[src/design/profile_peak_region_finder_core_macros.svh]
// ----------------------------------------------------------------------------
// Assertion macros for the profile peak region finder
// Shared concurrent assertion forms, clocked on clk and disabled in reset
// ----------------------------------------------------------------------------
`ifndef PROFILE_PEAK_REGION_FINDER_CORE_MACROS_SVH
`define PROFILE_PEAK_REGION_FINDER_CORE_MACROS_SVH

// condition must hold at every edge
`define PPR_ASSERT_ALWAYS(label, cond, msg) \
    label: assert property (@(posedge clk) disable iff (!rst_n) (cond)) else $error(msg);

// same-cycle implication
`define PPR_ASSERT_IMPL(label, ante, cons, msg) \
    label: assert property (@(posedge clk) disable iff (!rst_n) (ante) |-> (cons)) \
        else $error(msg);

// next-cycle implication
`define PPR_ASSERT_NEXT(label, ante, cons, msg) \
    label: assert property (@(posedge clk) disable iff (!rst_n) (ante) |=> (cons)) \
        else $error(msg);

`endif

[src/design/ppr_pkg.sv]
// ----------------------------------------------------------------------------
// ppr_pkg
// Shared constants and the result type of the profile peak region finder
// ----------------------------------------------------------------------------
`timescale 1ns / 1ps
`default_nettype none

package ppr_pkg;

    localparam int VAL_W        = 16;
    localparam int OUT_IDX_W    = 10;
    localparam int IN_TDATA_W   = 16;
    localparam int OUT_TDATA_W  = 48;

    localparam int DEF_MAX_SAMPLES = 1024;
    localparam int DEF_TOP_POINTS  = 25;
    localparam int DEF_MAX_REGIONS = 5;
    localparam int DEF_HALF_WIDTH  = 2;

    // one result of a kept region
    typedef struct packed {
        logic                 last_region;
        logic [OUT_IDX_W-1:0] region_high_index;
        logic [OUT_IDX_W-1:0] region_low_index;
        logic [VAL_W-1:0]     peak_value;
        logic [OUT_IDX_W-1:0] peak_index;
    } res_t;

endpackage

`default_nettype wire

[src/design/ppr_queue.sv]
// ----------------------------------------------------------------------------
// ppr_queue
// Two-entry result queue feeding the output stream
// ----------------------------------------------------------------------------
`timescale 1ns / 1ps
`default_nettype none

`include "profile_peak_region_finder_core_macros.svh"

module ppr_queue (
    input  wire logic          clk,
    input  wire logic          rst_n,
    input  wire logic          push,
    input  wire ppr_pkg::res_t push_data,
    output logic               full,
    output logic               out_valid,
    input  wire logic          out_ready,
    output ppr_pkg::res_t      out_data
);

    ppr_pkg::res_t entry_reg [2];
    logic [1:0]    count_reg;
    logic          rd_ptr_reg;
    logic          wr_ptr_reg;
    logic          pop;

    assign full      = (count_reg == 2'd2);
    assign out_valid = (count_reg != 2'd0);
    assign out_data  = entry_reg[rd_ptr_reg];
    assign pop       = out_valid && out_ready;

    // pointers and fill count
    always_ff @(posedge clk or negedge rst_n)
    begin
        if (!rst_n)
        begin
            count_reg  <= '0;
            rd_ptr_reg <= 1'b0;
            wr_ptr_reg <= 1'b0;
        end
        else
        begin
            if (push)
            begin
                wr_ptr_reg <= !wr_ptr_reg;
            end
            if (pop)
            begin
                rd_ptr_reg <= !rd_ptr_reg;
            end
            if (push && !pop)
            begin
                count_reg <= count_reg + 1'b1;
            end
            else if (pop && !push)
            begin
                count_reg <= count_reg - 1'b1;
            end
        end
    end

    // storage
    always_ff @(posedge clk)
    begin
        if (push)
        begin
            entry_reg[wr_ptr_reg] <= push_data;
        end
    end

    `PPR_ASSERT_ALWAYS(a_count_range, count_reg <= 2'd2, "queue count out of range")
    `PPR_ASSERT_IMPL(a_no_overflow, push, !full, "request pushed into full queue")
    `PPR_ASSERT_NEXT(a_drain, pop && !push && count_reg == 2'd1, !out_valid,
        "queue not empty after last request left")

endmodule

`default_nettype wire

[config.mk]
export PLATFORM = sky130hd
export DESIGN_NAME = ppr_queue
export DESIGN_NICKNAME = d
export VERILOG_FILES = /design/src/design/ppr_pkg.sv /design/src/design/ppr_queue.sv
export VERILOG_INCLUDE_DIRS = /design/src /design/src/design
export SDC_FILE = /design/constraint.sdc
export NUM_CORES = 1
export LEC_CHECK = 0
export BUFFER_PORTS_ARGS = -buffer_cell sky130_fd_sc_hd__buf_2
export CAP_MARGIN = 10
export CORE_ASPECT_RATIO = 1.75
export CORE_MARGIN = 5
export CORE_UTILIZATION = 40
export DETAILED_ROUTE_END_ITERATION = 8
export PLACE_DENSITY_LB_ADDON = 0.3
export SLEW_MARGIN = 5
export SYNTH_ARGS = -nofsm -noshare
export SYNTH_HDL_FRONTEND = slang
export SYNTH_SLANG_ARGS = --single-unit
export TNS_END_PERCENT = 30
[constraint.sdc]
create_clock -name clk -period 6.98 [get_ports clk]
set_input_delay 1.396 -clock clk [delete_from_list [all_inputs] [get_ports clk]]
set_output_delay 1.396 -clock clk [all_outputs]
set_load 0.02 [all_outputs]
# Yosys cells after proc, flatten, opt, wreduce, memory -nomap -nowiden
# Memories as Yosys holds them, arrays and structs flattened.
# Cells that the tools add are included.
word_totals:
  mem_bits_rw: 94
  inputBits: 51
  elab_cells: 20
  reg_bits: 4
  n_memories: 1
memory_table:
  columns: ["memory", "words", "width", "read_ports", "rd_ports_with_merged_regs", "wr", "line_no", "source"]
  rows:
  - ["entry_reg", 2, 47, 1, 0, 1, "ppr_queue.sv:21", "ppr_pkg::res_t entry_reg [2];"]
op_classes:
  eq_ne: 1
  muxes: 4
  reduce_logical: 9
  addsub: 2
op_table:
  columns: ["cell", "n"]
  rows:
  - ["$logic_not A1 Y1", 4]
  - ["$mux W2", 2]
  - ["$reduce_bool A2 Y1", 2]
  - ["$logic_and A1 B1 Y1", 3]
  - ["$add A2 B1 Y2 const B", 1]
  - ["$eq A2 B2 Y1 const B", 1]
  - ["$mux W1", 2]
  - ["$sub A2 B1 Y2 const B", 1]

# Depth between registers and ports, before layout
# Gate-level depths: netlist of the first run.
logic_depth:
  ltp_word: 5
  mapped_depth: 6
  mapped_depth_nobuf: 6

# Least setup slack after synthesis of the first run
# No wires, ideal clock.
synth_timing:
  kind: "input -> register"
  start: "input port push"
  end: "memory entry_reg[0][0] (netlist name) (enable)"
  setup_ps: 457
  cell_stages: 1
  t_arrival_ps: 3484
  slack_ps: 3038
  n_path_buf: 0
  t_required_ps: 6523
  cell_sequence: "nor2b_1"
synth_via:
  elab_chain_len: 2
synth_lines:
  columns: ["element", "line_no", "source"]
  rows:
  - ["from (decl)", "ppr_queue.sv:13", "input wire logic push,"]
  - ["$mux W1", "ppr_queue.sv:65", "if (push)"]
  - ["$mux W1 (implied by the code)", "ppr_queue.sv:67", "entry_reg[wr_ptr_reg] <= push_data;"]
  - ["to (decl)", "ppr_queue.sv:21", null]
# No other way between the ends.

==> run summary, run 1 <==
## Run status
- run status: finished, final reports clean

## Power
- Total Power Consumption: 1.92 mW
- power per cell area: 418 nW/um2
- Leakage: 1.79 nW
- highest ir drop seen on vdd: 245 uV

## GRT
- total congestion overflow: 0
- largest net degree at the start of global routing: 49
- met1 Usage GRT: 11.8%
- global routing met2 resource utilization: 20.4%
- GRT Total Usage: 11.7%
- met3 track demand over resource: 3.23%
- number of antenna violations at the first check in global routing: 1
- grt peak-use layer: met2
- wire length of the first global-routing pass: 9380 um
- number of global-route vias before repair: 1922

## Timing
- setup TNS after final layout: 0 ps
- achievable frequency: 307 MHz
- final critical-path required period: 3250 ps
- worst slew pin tran: 749 ps
- Final Hold Fails: 0
- Final Slew Violations: 0
- setup repair after global routing missed its margin: no
- crit share post-route: 46.6%
- Setup violations, final: 0
- largest clock skew in the final design: 5.59 ps
- Max-slew headroom: 50.1%
- post-route worst setup slack: 3730 ps

## Clock tree
- TritonCTS clock tree: yes
- post-CTS resize count: 0
- clk sink count: 98
- H-tree depth reported by CTS: 3
- clk buf depth: 2
- CTS Buf Count: 9
- post-CTS setup-driven buffer insertion count: 0
- cell at the root of the clock tree: clkbuf_16
- cts-stage hold buffer count: 0
- Reg clk slew, reported paths: 60 ps
- later-pin clock latency in the skew report: 330 ps

## Setup path
- capturing element type of the critical path: primary output
- WS Path Type: flip-flop to primary output
- worst-path maximum fanout: 48
- launching element type of the critical path: flip-flop
- endpoint required time on the critical path: 5580 ps
- worst endpoint data arrival time: 1860 ps

## Finish
- Area Growth Syn to Fin: 25.2%
- most common cell after layout, fill and taps aside: buf_2
- NumNets Final: 322
- number of flip-flops under the largest register name: 94
- most used cells in the layout excluding fill and tap cells: 99 x buf_2, 94 x edfxtp_1, 27 x mux2_2, 20 x mux2_4, 9 x clkbuf_16
- number of inserted filler cells in the final layout: 798
- fraction of final layout cells with drive strength greater than 1: 60.7%

## Synthesis
- synthesized instance count: 162
- Syn Std Cell Area: 3660 um2
- portion of synthesized cell area occupied by the leading cell type: 77.1%
- Synth area leaders: edfxtp_1 77%, mux2_2 8.3%, mux2_4 8.2%
- number of synthesized register bits: 98
- dominant cell type by area after synthesis: edfxtp_1
- mean area per synthesized cell: 22.6 um2
- synthesized net count: 214
- Netlist cell types: 15
- sequential fraction of the synthesis area: 79.8%
- Synth warnings: 0

## Detailed routing
- remaining number of nets flagged by the antenna check after routing: 0
- drt first pass iters: 4
- total wire length: 6150 um
- drt wl/cell: 15.5 um
- via count: 1789
- drt initial violations: 72
- via density per instance: 4.52
- DRC violations left: 0

## Floorplan
- core box area: 9040 um2
- I/O pin cnt: 100
- Die ar.: 11200 um2
- Initial Util: 40.5%
- number of placement rows: 46
- die span in x: 82.3 um
- y dimension of the die: 137 um

## Placed design
- Post-DP HPWL: 4120 um
- RD Place Congestion: 0.696
- worst slack at placement: 4040 ps
- Port Buffer Count: 99

## Worst hold path
- kind of path behind the tightest hold check: flip-flop to flip-flop

## Job
- number of violations of the max-capacitance limit: 0

[layer usage]
layer  wire length [um]  up-vias  share of wire, %
li1                   -      852                 -
met1               2110      866                34
met2               3440       59                56
met3                379       12               6.2
met4                211        0               3.4
met5                  0        -                 0
[final cells by class]
cell class / count / area, um2 / share of cell area (%)
multi-input cells: 59 / 703 / 15.3
well taps: 120 / 150 / 3.28
repair buffers: 102 / 518 / 11.3
diodes: 1 / 2.50 / 0.0546
clock buffers: 9 / 225 / 4.91
clock inverters: 7 / 60.1 / 1.31
flip-flops and latches: 98 / 2920 / 63.8
[power breakdown]
| part | internal (mW) | switching (mW) | total, mW | leakage, nW |
|---|---|---|---|---|
| clock | 0.273 | 0.191 | 0.464 | 0.140 |
| combinational | 0.270 | 0.368 | 0.638 | 0.724 |
| sequential | 0.783 | 0.0313 | 0.815 | 0.928 |
[cell usage after synthesis]
| master | number |
|---|---|
| buf_6 | 3 |
| mux2_2 | 27 |
| ha_1 | 1 |
| xnor2_1 | 2 |
| xor2_1 | 3 |
| or2_2 | 1 |
| mux2_4 | 20 |
| nor2_1 | 1 |
| buf_2 | 2 |
| nor2b_1 | 1 |
| and2b_1 | 1 |
| and2_1 | 1 |
| edfxtp_1 | 94 |
| dfrtp_1 | 4 |
| nand2_1 | 1 |
[path summary, 6_finish.rpt]
kind | startpoint | end | slack (ps) | cells after the start
max in group asynchronous | rst_n | rd_ptr_reg | 5980 | 1
min in group asynchronous | rst_n | count_reg[0] | 860 | 1
setup reg to reg | wr_ptr_reg | entry_reg[1][9] | 5370 | 2
setup / recovery | rd_ptr_reg | out_data[39] | 3730 | 3
hold / removal | count_reg[1] | count_reg[1] | 490 | 1
hold reg to reg | count_reg[1] | count_reg[1] | 490 | 1
[through the flow]
stage / cells / utilization, % / instance area, um2 / hold WS [ps]
2_1_floorplan: 162 / - / 3660 / 449
3_3_place_gp: 379 / 47.5 / 4300 / 465
3_5_place_dp: 379 / 47.5 / 4300 / 472
4_1_cts: 395 / 50.7 / 4580 / 486
5_1_grt: 396 / 50.7 / 4580 / 520
6_report: 396 / 50.7 / 4580 / 489
[worst max-delay path, stage by stage, from the launching register on]
cell and delay (ps):
dfrtp_2 340, buf_4 590, mux2_2 420, buf_2 160
[cell families after synthesis]
| logic type | share of synthesized area (%) |
|---|---|
| xor+xnor | 1.20 |
| buf+inv | 1.20 |
| mux | 16.5 |
| fa+ha+maj | 0.342 |
| simple gates | 0.923 |
| flops | 79.8 |
Note: power is estimated with default switching activity, not from simulation.
==> run 2, diff against run 1 <==
clock period = 3.2 ns   (was 6.98 ns; I/O delays follow)
==> run 2 against run 1 <==
Against the previous run: wire length is 1.3% higher; via count is 1.7% higher; worst setup slack worse by 2700 ps; first-iteration DRC count is 42% higher; clock power is 120% higher.
==> run summary, run 2 (synthesized netlist as in run 1, its figures left out) <==
## Placed design
- RD Place Congestion: 0.690
- Post-DP HPWL: 4140 um
- Port Buffer Count: 99

## Detailed routing
- DRC violations left: 0
- drt wl/cell: 15.7 um
- drt first pass iters: 4
- via density per instance: 4.59
- remaining number of nets flagged by the antenna check after routing: 0
- drt initial violations: 102
- via count: 1819
- total wire length: 6230 um

## Power
- proportion of power drawn by combinational gates: 33.6%
- sequential group share of total power: 42.4%
- power dissipated by switching net loads: 1.29 mW
- Leakage: 1.80 nW
- Switching Share: 30.8%
- clock network fraction of total power: 24.0%
- highest ir drop seen on vdd: 522 uV
- internal cell power: 2.91 mW
- power per cell area: 914 nW/um2

## Finish
- number of inserted filler cells in the final layout: 783
- NumNets Final: 322
- most common cell after layout, fill and taps aside: buf_2
- most used cells in the layout excluding fill and tap cells: 99 x buf_2, 94 x edfxtp_1, 27 x mux2_2, 20 x mux2_4, 9 x clkbuf_16
- utilization after layout: 50.9%
- number of flip-flops under the largest register name: 94
- fraction of final layout cells with drive strength greater than 1: 60.7%
- Area Growth Syn to Fin: 25.5%

## Setup path
- FF-to-FF Start: wr_ptr_reg
- worst endpoint data arrival time: 1580 ps
- Setup crit start: rd_ptr_reg
- worst-path maximum fanout: 48
- capturing element type of the critical path: primary output
- cells along the critical path: buf_12 -> mux2_2 -> buf_2
- combined buffer and inverter count along the critical path: 2
- delay of the slowest cell on the worst path: 390 ps
- slowest cell on the critical path: mux2_2
- WS Path Type: flip-flop to primary output
- endpoint required time on the critical path: 2560 ps
- launching element type of the critical path: flip-flop
- Largest delay share family, worst path: buffers and inverters

## Clock tree
- CTS Buf Count: 9
- cts-stage hold buffer count: 0
- cell at the root of the clock tree: clkbuf_16
- Reg clk slew, reported paths: 60 ps
- clk buf depth: 2
- TritonCTS clock tree: yes
- post-CTS resize count: 0
- later-pin clock latency in the skew report: 330 ps
- H-tree depth reported by CTS: 3
- clk sink count: 98
- post-CTS setup-driven buffer insertion count: 0

## Timing
- achievable frequency: 451 MHz
- setup repair after global routing missed its margin: no
- Max-slew headroom: 56.7%
- Setup violations, final: 0
- setup TNS after final layout: 0 ps
- crit share post-route: 69.3%
- worst slew pin tran: 650 ps
- final critical-path required period: 2220 ps
- largest clock skew in the final design: 3.78 ps
- Final Hold Fails: 0
- Final Slew Violations: 0

## GRT
- largest net degree at the start of global routing: 49
- total congestion overflow: 0
- wire length of the first global-routing pass: 9600 um
- number of global-route vias before repair: 1992
- number of antenna violations at the first check in global routing: 1
- GRT Total Usage: 12.0%

## Floorplan
- Initial Util: 40.5%
- Die ar.: 11200 um2
- die span in x: 82.3 um
- I/O pin cnt: 100
- core box area: 9040 um2
- number of placement rows: 46
- y dimension of the die: 137 um

## Worst hold path
- kind of path behind the tightest hold check: input pin to async pin

## Run status
- run status: finished, final reports clean

## Job
- number of violations of the max-capacitance limit: 0

## run 2: cell counts in the layout (fill, tap and decap cells not counted)
No cell type changed its count.
## run 2: power by group through the flow
| stage | combinational [mW] | clock (mW) | sequential, mW |
|---|---|---|---|
| after floorplan | 1.05 | 0 | 1.80 |
| after global placement | 1.44 | 0 | 1.80 |
| after detailed placement | 1.45 | 0 | 1.81 |
| after CTS | 1.45 | 1.05 | 1.78 |
| after global routing | 1.52 | 1.10 | 1.80 |
| final | 1.41 | 1.01 | 1.78 |
## run 2: per-stage QoR
step | setup slack [ps] | instances | hold WS (ps) | instance area [um2] | power (mW)
after floorplan | 14.4 | 162 | 344 | 3660 | 2.85
after global placement | 1180 | 379 | 450 | 4310 | 3.24
after detailed placement | 1160 | 379 | 459 | 4310 | 3.26
after CTS | 956 | 395 | 91.7 | 4590 | 4.28
after global routing | 909 | 396 | 94.6 | 4600 | 4.42
final | 982 | 396 | 109 | 4600 | 4.20
## run 2: path summary, 6_finish.rpt
check,end,slack [ps],cells after the start
worst max-delay path,out_data[40],980,3
worst min-delay path,wr_ptr_reg,110,1
worst max register to register,entry_reg[1][15],1550,2
worst min register to register,count_reg[1],490,1
max in group asynchronous,rd_ptr_reg,2950,1
min in group clk,count_reg[1],490,1
## run 2: area by class of cell
type                    count  area [um2]  share of cell area [%]
well taps                 120         150                    3.27
diodes                      1        2.50                  0.0545
repair buffers            102         531                    11.5
clock inverters             7        60.1                    1.31
flip-flops and latches     98        2920                    63.6
clock buffers               9         225                    4.90
multi-input cells          59         703                    15.3
## run 2: per-layer routing
layer | global-route usage (%) | up-vias | part of all wire, %
met3 | 2.90 | 10 | 4.8
li1 | - | 851 | -
met2 | 21.0 | 57 | 56
met4 | 7.76 | 0 | 3.0
met1 | 12.1 | 901 | 36
met5 | 0 | - | 0
