## src/design/profile_peak_region_finder_core_macros.svh

```systemverilog
// ----------------------------------------------------------------------------
// Assertion macros for the profile peak region finder
// Shared concurrent assertion forms, clocked on clk and disabled in reset
// ----------------------------------------------------------------------------
`ifndef PROFILE_PEAK_REGION_FINDER_CORE_MACROS_SVH
`define PROFILE_PEAK_REGION_FINDER_CORE_MACROS_SVH

// condition must hold at every edge
`define PPR_ASSERT_ALWAYS(label, cond, msg) \
    label: assert property (@(posedge clk) disable iff (!rst_n) (cond)) else $error(msg);

// same-cycle implication
`define PPR_ASSERT_IMPL(label, ante, cons, msg) \
    label: assert property (@(posedge clk) disable iff (!rst_n) (ante) |-> (cons)) \
        else $error(msg);

// next-cycle implication
`define PPR_ASSERT_NEXT(label, ante, cons, msg) \
    label: assert property (@(posedge clk) disable iff (!rst_n) (ante) |=> (cons)) \
        else $error(msg);

`endif

```

## src/design/ppr_pkg.sv

```systemverilog
// ----------------------------------------------------------------------------
// ppr_pkg
// Shared constants and the result type of the profile peak region finder
// ----------------------------------------------------------------------------
`timescale 1ns / 1ps
`default_nettype none

package ppr_pkg;

    localparam int VAL_W        = 16;
    localparam int OUT_IDX_W    = 10;
    localparam int IN_TDATA_W   = 16;
    localparam int OUT_TDATA_W  = 48;

    localparam int DEF_MAX_SAMPLES = 1024;
    localparam int DEF_TOP_POINTS  = 25;
    localparam int DEF_MAX_REGIONS = 5;
    localparam int DEF_HALF_WIDTH  = 2;

    // one result of a kept region
    typedef struct packed {
        logic                 last_region;
        logic [OUT_IDX_W-1:0] region_high_index;
        logic [OUT_IDX_W-1:0] region_low_index;
        logic [VAL_W-1:0]     peak_value;
        logic [OUT_IDX_W-1:0] peak_index;
    } res_t;

endpackage

`default_nettype wire

```

## src/design/ppr_front.sv

```systemverilog
// ----------------------------------------------------------------------------
// ppr_front
// Sample intake: stores samples and keeps the sorted list of largest samples
// ----------------------------------------------------------------------------
`timescale 1ns / 1ps
`default_nettype none

module ppr_front #(
    parameter int MAX_SAMPLES = ppr_pkg::DEF_MAX_SAMPLES,
    parameter int TOP_POINTS  = ppr_pkg::DEF_TOP_POINTS,
    localparam int IW = $clog2(MAX_SAMPLES),
    localparam int CW = $clog2(MAX_SAMPLES + 1)
) (
    input  wire logic                      clk,
    input  wire logic                      rst_n,
    input  wire logic                      in_valid,
    output logic                           in_ready,
    input  wire logic [ppr_pkg::VAL_W-1:0] in_value,
    input  wire logic                      in_final,
    // hand-off to the back end
    output logic                           job_start,
    input  wire logic                      job_done,
    output logic [CW-1:0]                  count,
    output logic [ppr_pkg::VAL_W-1:0]      top_val [TOP_POINTS],
    output logic [IW-1:0]                  top_idx [TOP_POINTS],
    output logic [TOP_POINTS-1:0]          top_vld,
    // profile store write port
    output logic                           ram_we,
    output logic [IW-1:0]                  ram_waddr,
    output logic [ppr_pkg::VAL_W-1:0]      ram_wdata
);

    logic [CW-1:0]               count_reg;
    logic                        pending_reg;
    logic [ppr_pkg::VAL_W-1:0]   val_reg [TOP_POINTS];
    logic [IW-1:0]               idx_reg [TOP_POINTS];
    logic [TOP_POINTS-1:0]       vld_reg;
    logic [TOP_POINTS-1:0]       gt;
    logic [TOP_POINTS-1:0]       gt_prev;
    logic [TOP_POINTS-1:0]       vld_prev;
    logic                        accept;
    logic                        take;
    logic                        insert;

    assign in_ready  = !pending_reg;
    assign accept    = in_valid && in_ready;
    assign take      = accept && (count_reg < CW'(MAX_SAMPLES));
    assign job_start = pending_reg;
    assign count     = count_reg;
    assign top_val   = val_reg;
    assign top_idx   = idx_reg;
    assign top_vld   = vld_reg;

    assign ram_we    = take;
    assign ram_waddr = count_reg[IW-1:0];
    assign ram_wdata = in_value;

    // entries that stay ahead of the new sample (ties keep the older one first)
    always_comb
    begin
        for (int p = 0; p < TOP_POINTS; p++)
        begin
            gt[p] = vld_reg[p] && (val_reg[p] >= in_value);
        end
    end

    assign gt_prev  = {gt[TOP_POINTS-2:0], 1'b1};
    assign vld_prev = {vld_reg[TOP_POINTS-2:0], 1'b1};
    assign insert   = take && !gt[TOP_POINTS-1];

    // control state
    always_ff @(posedge clk or negedge rst_n)
    begin
        if (!rst_n)
        begin
            count_reg   <= '0;
            pending_reg <= 1'b0;
            vld_reg     <= '0;
        end
        else if (job_done)
        begin
            count_reg   <= '0;
            pending_reg <= 1'b0;
            vld_reg     <= '0;
        end
        else
        begin
            if (take)
            begin
                count_reg <= count_reg + 1'b1;
            end
            if (accept && in_final)
            begin
                pending_reg <= 1'b1;
            end
            if (insert)
            begin
                vld_reg <= vld_reg | vld_prev;
            end
        end
    end

    // sorted insertion, one shift per entry
    for (genvar p = 0; p < TOP_POINTS; p++)
    begin : g_slot
        always_ff @(posedge clk)
        begin
            if (insert && !gt[p])
            begin
                if (gt_prev[p])
                begin
                    val_reg[p] <= in_value;
                    idx_reg[p] <= count_reg[IW-1:0];
                end
                else
                begin
                    if (p > 0)
                    begin
                        val_reg[p] <= val_reg[(p > 0) ? p - 1 : 0];
                        idx_reg[p] <= idx_reg[(p > 0) ? p - 1 : 0];
                    end
                end
            end
        end
    end

endmodule

`default_nettype wire

```

## config.mk

```make
export PLATFORM = sky130hd
export DESIGN_NAME = ppr_front
export DESIGN_NICKNAME = d
export VERILOG_FILES = /design/src/design/profile_peak_region_finder_core_macros.svh /design/src/design/ppr_pkg.sv /design/src/design/ppr_front.sv
export SDC_FILE = /design/constraint.sdc
export NUM_CORES = 1
export LEC_CHECK = 0
export ABC_AREA = 1
export BUFFER_PORTS_ARGS = -buffer_cell sky130_fd_sc_hd__clkbuf_2
export CORE_MARGIN = 4
export CORE_UTILIZATION = 42
export CTS_CLUSTER_SIZE = 28
export DETAILED_ROUTE_END_ITERATION = 10
export GPL_TIMING_DRIVEN = 0
export PLACE_DENSITY = 0.71
export SYNTH_ARGS = -nofsm -noshare
export SYNTH_HDL_FRONTEND = slang
export SYNTH_SLANG_ARGS = --single-unit
```

## constraint.sdc

```tcl
create_clock -name clk -period 5.15 [get_ports clk]
set_input_delay 0.515 -clock clk [delete_from_list [all_inputs] [get_ports clk]]
set_output_delay 0.515 -clock clk [all_outputs]
set_load 0.01 [all_outputs]
```

### After elaboration in Yosys (flattened, before gate mapping)

Cells that the tools add are included.

| cells by class | value |
|---|---|
| multiplexer cells | 54 |
| add/sub/neg operators | 1 |
| $lt $le $gt $ge | 26 |
| bitwise gates (word level) | 1 |
| reductions and logical operators | 83 |

Operators by type and width:

| kind | number |
|---|---|
| 16-bit greater-or-equal comparator | 25 |
| 16-bit 2-to-1 mux | 24 |
| 10-bit 2-to-1 mux | 24 |
| 1-bit logical AND | 54 |
| 25-bit 2-to-1 mux | 2 |
| 1-bit logical NOT | 26 |
| 25-bit bitwise OR | 1 |
| 11-bit 2-to-1 mux | 2 |
| 11-bit by 1-bit adder with 11-bit output, second input constant | 1 |
| 11-bit less-than comparator, second input constant | 1 |
| 2-bit nonzero test | 3 |
| 1-bit 2-to-1 mux | 2 |

| storage, ports and cells | value |
|---|---|
| output and inout port bits | 715 |
| input port bits | 21 |
| word-level logic and storage cells | 218 |
| bits in registers | 687 |

### Depth between registers and ports, before layout

Gate-level depths: netlist of the first run.

| logic depth | value |
|---|---|
| depth after elaboration | 6 |
| mapped depth | 17 |
| gate-level depth less buffers | 14 |

### Least setup slack after synthesis of the first run

Ideal clock, no wire load.

| timing | value |
|---|---|
| path type | input port to flip-flop |
| start point | input in_value[7] (netlist bit) |
| end point | register idx_reg, in the netlist top_idx[10], enable pin |
| cell stages on the path | 14 |
| path buffers | 3 |
| slack | 0.876 ns |
| library setup time | 0.418 ns |
| data arrival time | 3.856 ns |
| data required time | 4.732 ns |
| path through | clkbuf_1 -> clkbuf_1 -> inv_1 -> ha_1 -> a21oi_1 -> nand2_1 -> nor2_1 -> nand2_1 -> nand2_1 -> nand2_2 -> nand2_4 -> nand2_4 -> buf_2 -> a21oi_1 |

| on the way | value |
|---|---|
| cells in the longest elaborated chain, start to end | 5 |
| elaborated cells between the ends (all ways) | 8 |
| classes of those cells | order compare: 2; reduce/logical: 6 |

RTL lines:

| item | RTL line | RTL |
|---|---|---|
| from (decl) | ppr_front.sv:18 | `input wire logic [ppr_pkg::VAL_W-1:0] in_value,` |
| 16-bit greater-or-equal comparator | ppr_front.sv:63 | `gt[p] = vld_reg[p] && (val_reg[p] >= in_value);` |
| 1-bit logical AND | ppr_front.sv:63 |  |
| 1-bit logical NOT | ppr_front.sv:69 | `assign insert = take && !gt[TOP_POINTS-1];` |
| 1-bit logical AND | ppr_front.sv:69 |  |
| 1-bit logical AND (*) | ppr_front.sv:108 | `if (insert && !gt[p])` |
| to (signal, indexed assignment) | ppr_front.sv:113 | `idx_reg[p] <= count_reg[IW-1:0];` |
| to (signal, indexed assignment) | ppr_front.sv:120 | `idx_reg[p] <= idx_reg[(p > 0) ? p - 1 : 0];` |
| to (decl) | ppr_front.sv:36 | `logic [IW-1:0] idx_reg [TOP_POINTS];` |

Mark *: on every way between the ends. The rest lies on a longest branch, timed or not.
A chain may end at the register's enable or synchronous reset.

### Worst setup path after layout of the first run

| timing | value |
|---|---|
| start point | input in_value[5] (netlist bit) |
| end point | register val_reg, in the netlist top_val[261], enable pin |

| on the way | value |
|---|---|
| cells in the longest elaborated chain, start to end | 5 |
| elaborated cells between the ends (all ways) | 8 |
| classes of those cells | order compare: 2; reduce/logical: 6 |

RTL lines:

| item | RTL line | RTL |
|---|---|---|
| 16-bit greater-or-equal comparator | ppr_front.sv:63 |  |
| 1-bit logical AND | ppr_front.sv:63 |  |
| 1-bit logical NOT | ppr_front.sv:69 |  |
| 1-bit logical AND | ppr_front.sv:69 |  |
| 1-bit logical AND (*) | ppr_front.sv:108 |  |
| to (signal, indexed assignment) | ppr_front.sv:112 | `val_reg[p] <= in_value;` |
| to (signal, indexed assignment) | ppr_front.sv:119 | `val_reg[p] <= val_reg[(p > 0) ? p - 1 : 0];` |
| to (decl) | ppr_front.sv:35 | `logic [ppr_pkg::VAL_W-1:0] val_reg [TOP_POINTS];` |

Marks and branches as above.

==> results of run 1 <==
power breakdown:
part	total, mW	internal, mW	switching [mW]
Sequential	7.03	6.62	0.406
Combinational	2.71	0.868	1.84
Clock	5.62	3.24	2.38
worst max-delay path, cell delays in order:
cell	delay (ns)
clkbuf_2	0.15
clkbuf_1	0.74
clkbuf_1	0.88
inv_2	0.60
ha_1	0.48
nand2_1	0.07
nand2_1	0.05
nand2_1	0.08
nand2_1	0.06
nor2_1	0.09
nand2_1	0.07
nand2_1	0.08
nand2_2	0.06
nand2_4	0.18
nand2_4	0.09
buf_6	0.17
buf_6	0.20
a21oi_4	0.74
cell type report:
class / count / area (sq um)
Fill cell: 8650 / 46300
Multi-Input combinational cell: 3216 / 17800
Clock inverter: 39 / 412
Buffer: 287 / 1620
Clock buffer: 99 / 2070
Tap cell: 1265 / 1580
Sequential cell: 687 / 20400
Antenna cell: 1 / 2.50
Inverter: 87 / 330
Timing Repair Buffer: 764 / 4250
cell families (layout without fill, tap and decap cells):
family	Yosys count	count (layout)	share of synthesized area
compound gates	361	361	0.0475
fa+ha+maj	401	401	0.125
buf+inv	374	1276	0.0485
flops	687	687	0.510
other cells	0	1	0
simple gates	2454	2454	0.269
cells in the final DEF (no fill, tap or decap), drive strengths merged, types with 2 or more instances in the layout:
cell | netlist | layout
inv | 87 | 91
buf | 136 | 166
nand4 | 42 | 42
nor4 | 18 | 18
nand3 | 692 | 692
ha | 401 | 401
dfrtp | 37 | 37
nor3 | 17 | 17
o21a | 24 | 24
o21ai | 78 | 78
clkinvlp | 0 | 2
a21oi | 257 | 257
clkinv | 0 | 25
clkbuf | 151 | 983
nor2 | 74 | 74
edfxtp | 650 | 650
or2 | 23 | 23
nand2 | 1588 | 1588
bufinv | 0 | 8
stage by stage:
stage / power, mW / TNS, ns / area (sq um) / hold slack, ns / setup slack, ns
2_1_floorplan: 8.49 / 0 / 40100 / 0.219 / 0.876
4_1_cts: 15.3 / 0 / 48500 / 0.0211 / 0.0112
3_5_place_dp: 9.76 / -356.49 / 46000 / 0.533 / -0.995
3_3_place_gp: 9.63 / -1599.21 / 45400 / 0.530 / -2.50
5_1_grt: 15.9 / 0 / 48600 / 0.0508 / 0.0437
6_report: 15.4 / 0 / 48600 / 0.0675 / 0.0598
worst paths after layout:
kind	end	startpoint	slack (ns)
worst max-delay path	top_val[261]	in_value[5]	0.06
worst min-delay path	top_val[387]	in_value[3]	0.07
worst max register to register	top_val[261]	top_val[15]	1.99
worst min register to register	top_idx[84]	top_idx[94]	0.54
max in group asynchronous	top_vld[24]	rst_n	4.14
min in group asynchronous	top_vld[21]	rst_n	0.44
what timing repair did:
action                     4_1_cts  5_1_grt
setup endpoints to repair      198      321
hold buffers                     0        1
hold endpoints to repair         0       17
gates resized for setup          9       10
per-layer routing:
layer	routed length, um	up-vias	share of wire
met5	0	-	0
met4	12200	0	0.073
met3	19500	553	0.12
met1	61300	17600	0.37
met2	73900	2389	0.44
li1	-	16600	-
==> impl_metrics.ini, run 1 <==
[route]
drcViolationCount = 0
ant_nets = 0
wirelength_mm = 167
post_drt_wl_per_cell_um = 25.9
drt_iter0_markers = 4189
drtPass1Iterations = 8
viasPerCell = 5.76
via_count = 37100

[yosys]
ys_async_sr_fraction = 0.0539
synth_commonest_cells = 1552 x nand2_1, 668 x nand3_1, 650 x edfxtp_1
synth_area_leaders = edfxtp_1 49%, nand2_1 15%, ha_1 13%
syn-cell-area_sq_um = 40100
syn_nets = 4699
synthFlopType = edfxtp_1
synth-seq-area-share = 0.510
synth_seq_cells = 687
ys_types = 30
yosysMostFrequentCell = nand2_1
synth_area_leader_cell = edfxtp_1
synth.top_cell.area_share = 0.487
syn_avg_cell_area_sq_um = 9.38
yosys_warnings = 0
synth_edf_count = 650
synth_cells = 4277

[worst_setup_path]
reg2regPathDepth = 10
path_max_fanout = 26
path_class = in -> reg
cp.arrival_ns = 5.36
endpoint_kind = flop
startpoint_type = primary input
critical_path_required_ns = 5.42

[global_route]
grt_util_met3 = 0.0877
grt_use_total = 0.321
grt.busiest_layer = met2
use_met1 = 0.396
antenna_found_initial = 0
grt_pass1_vias = 34300
met2_usage = 0.502
grt_max_degree = 38
grt_pass1_wl_mm = 234
gr-total-overflow = 0

[cells_and_area]
final_layout_size_suffix_gt1_frac = 0.225
final-instance-count-excl-fill = 6445
fin_nets = 5542
utilization = 0.512
syn_to_final_growth_pct = 21.1
largest_register_ffs = 400

[power]
p_leak_nw = 22.8
ir_drop_uv = 206
p_per_area_nw_per_um2 = 316

[placement]
hpwl_mm = 128
portBuffers = 734
dp_cells = 6304
place_congestion = 0.931

[min_path]
whs_path_depth = 1
hold_class = in -> reg

[clock_network]
cts_num_sinks = 687
cts_buffer_depth = 3
postCtsSetupBuffers = 0
cts.root.buffer_cell = clkbuf_16
clock_latency_ns = 0.66
cts_buffers = 77
tritoncts = built
htreeDepth = 3
clk_pin_slew_ns = 0.06

[sta]
hold_viol_final = 0
fin_skew_ns = 0.0250
tightest_slew_ns = 1.44
min_period_ns = 5.09
final_max_slew_viol_count = 0
finalCritPeriodShare = 0.988
setup_viol = 0
clock.fmax_ghz = 0.196
rsz0062_at_grt = no
relSlewSlack = 0.0386

[die]
num_rows = 113
initial_core_util = 0.423
io_pins = 736
die_h_um = 317
die_area_sq_um = 100000
core-area_sq_um = 94900
die_w_um = 317

[run_status]
status = finished, final reports clean

[job]
drv_cap = 0
No activity file was read; power rests on OpenSTA's default activity.
==> run 2: changes to the inputs <==
--- a/config.mk
+++ b/config.mk
@@ -13,6 +13,7 @@
 export DETAILED_ROUTE_END_ITERATION = 10
 export GPL_TIMING_DRIVEN = 0
 export PLACE_DENSITY = 0.71
+export SETUP_SLACK_MARGIN = 0.4
 export SYNTH_ARGS = -nofsm -noshare
 export SYNTH_HDL_FRONTEND = slang
 export SYNTH_SLANG_ARGS = --single-unit
==> run 2 against run 1 <==
Net effect:
- cell count hardly changed
- hold slack gained 0.0015 ns
- die area unchanged
- global-route usage about the same
- flip-flop and latch count unchanged
==> impl_metrics.ini, run 2 (synthesis gave the netlist of run 1 again) <==
[run_status]
status = finished, final reports clean

[sta]
rsz0062_at_grt = yes
tns_ns = 0
final_max_slew_viol_count = 0
final.setup.worst_slack_ns = 0.414
relSlewSlack = 0.0436
tightest_slew_ns = 1.43
fin_skew_ns = 0.0265
min_period_ns = 4.74
clock.fmax_ghz = 0.211
whs_ns = 0.0690
hold_viol_final = 0
setup_viol = 0
finalCritPeriodShare = 0.920

[worst_setup_path]
critical_path_required_ns = 5.43
path_max_fanout = 26
reg2regPathDepth = 10
path_class = in -> reg
cp.arrival_ns = 5.02
startpoint = in_value[1]
endpoint_kind = flop
timing.rr.start = top_val[15]
startpoint_type = primary input

[global_route]
grt_pass1_vias = 34300
gr-total-overflow = 0
grt_pass1_wl_mm = 234
antenna_found_initial = 0
grt_use_total = 0.321
grt_max_degree = 38

[job]
drv_cap = 0

[placement]
dp_cells = 6304
hpwl_mm = 128
place_congestion = 0.931
post-place-ws_ns = -0.995
placed_cell_area_sq_um = 46000
portBuffers = 734

[route]
met2WireLength_mm = 74.1
drtPass1Iterations = 6
dr.max_layer_used = met4
viasPerCell = 5.77
wirelength_mm = 167
drt_iter0_markers = 4429
via_count = 37200
drcViolationCount = 0
wl_met1_mm = 60.9
post_drt_wl_per_cell_um = 26.0
wl_met3_mm = 20.1
ant_nets = 0

[cells_and_area]
design_area_sq_um = 48600
final_layout_size_suffix_gt1_frac = 0.226
utilization = 0.512
final-instance-count-excl-fill = 6449
mostFrequentLayoutCell = nand2_1
mostFrequentLayoutCells = 1552 x nand2_1, 746 x clkbuf_2, 668 x nand3_1, 650 x edfxtp_1, 401 x ha_1
syn_to_final_growth_pct = 21.2
largest_register_ffs = 400
nFillCells = 8651
fin_nets = 5546

[clock_network]
postCtsSetupBuffers = 0
clock_latency_ns = 0.66
clk_pin_slew_ns = 0.06
cts_buffers = 77
htreeDepth = 3
cts_num_sinks = 687
cts_buffer_depth = 3
cts.root.buffer_cell = clkbuf_16
tritoncts = built

[die]
io_pins = 736
num_rows = 113
die_h_um = 317
die_area_sq_um = 100000
initial_core_util = 0.423
core-area_sq_um = 94900
die_w_um = 317

[min_path]
holdCritStartpoint = in_value[3]
whs_path_depth = 1
hold_class = in -> reg

[power]
ir_drop_uv = 209
p_total_mw = 15.4
p_leak_nw = 22.8
p_per_area_nw_per_um2 = 316
## run 2: changes by cell type in the layout (fill, tap and decap cells not counted)
| cell | delta |
|---|---|
| a21oi_2 | +3 |
| inv_4 | +1 |
| clkbuf_2 | +6 |
| clkbuf_1 | -6 |
| inv_2 | -1 |
| clkinvlp_4 | +1 |
## run 2: worst max-delay path: stages
cell and delay [ns]:
clkbuf_2 0.10, clkbuf_1 0.76, clkbuf_2 0.62, inv_2 0.46, buf_12 0.31, ha_1 0.32
nand2_1 0.07, nand2_1 0.05, a21oi_1 0.12, nand2_1 0.08, nand2_1 0.08, nand2_2 0.06
nand2_4 0.18, nand2_4 0.09, buf_6 0.17, buf_6 0.22, a21oi_4 0.73
## run 2: what timing repair did
action,4_1_cts,5_1_grt
gates resized for setup,14,16
endpoints found under the hold margin,0,17
hold buffers,0,1
endpoints found under the setup margin,545,473
pin swaps,0,0
gates cloned,0,4
## run 2: worst paths after layout
check | slack, ns | end
worst min-delay path | 0.07 | top_val[387]
worst max register to register | 2.01 | top_idx[192]
min in group asynchronous | 0.44 | top_vld[21]
worst max-delay path | 0.41 | top_idx[192]
worst min register to register | 0.54 | top_idx[73]
max in group asynchronous | 4.13 | top_vld[24]
## run 2: final cells by class
| class | count | area [sq um] | area share |
|---|---|---|---|
| buffer | 287 | 1630 | 0.0336 |
| multi-input combinational | 3219 | 17900 | 0.368 |
| timing repair inverter | 1 | 7.51 | 0.000154 |
| antenna | 1 | 2.50 | 0.0000515 |
| clock inverter | 39 | 412 | 0.00847 |
| clock buffer | 99 | 2070 | 0.0426 |
| timing repair buffer | 764 | 4250 | 0.0875 |
| tap | 1265 | 1580 | 0.0326 |
| sequential | 687 | 20400 | 0.421 |
| inverter | 87 | 333 | 0.00685 |
## run 2: routing by layer
layer  vias to the layer above  GRT usage
li1                      16600          -
met1                     17700      0.396
met2                      2449      0.502
met3                       538     0.0877
met4                         0      0.196
met5                         -          0
## run 2: power breakdown
group | switching (mW) | internal (mW)
Combinational | 1.85 | 0.870
Clock | 2.39 | 3.24
Sequential | 0.405 | 6.62
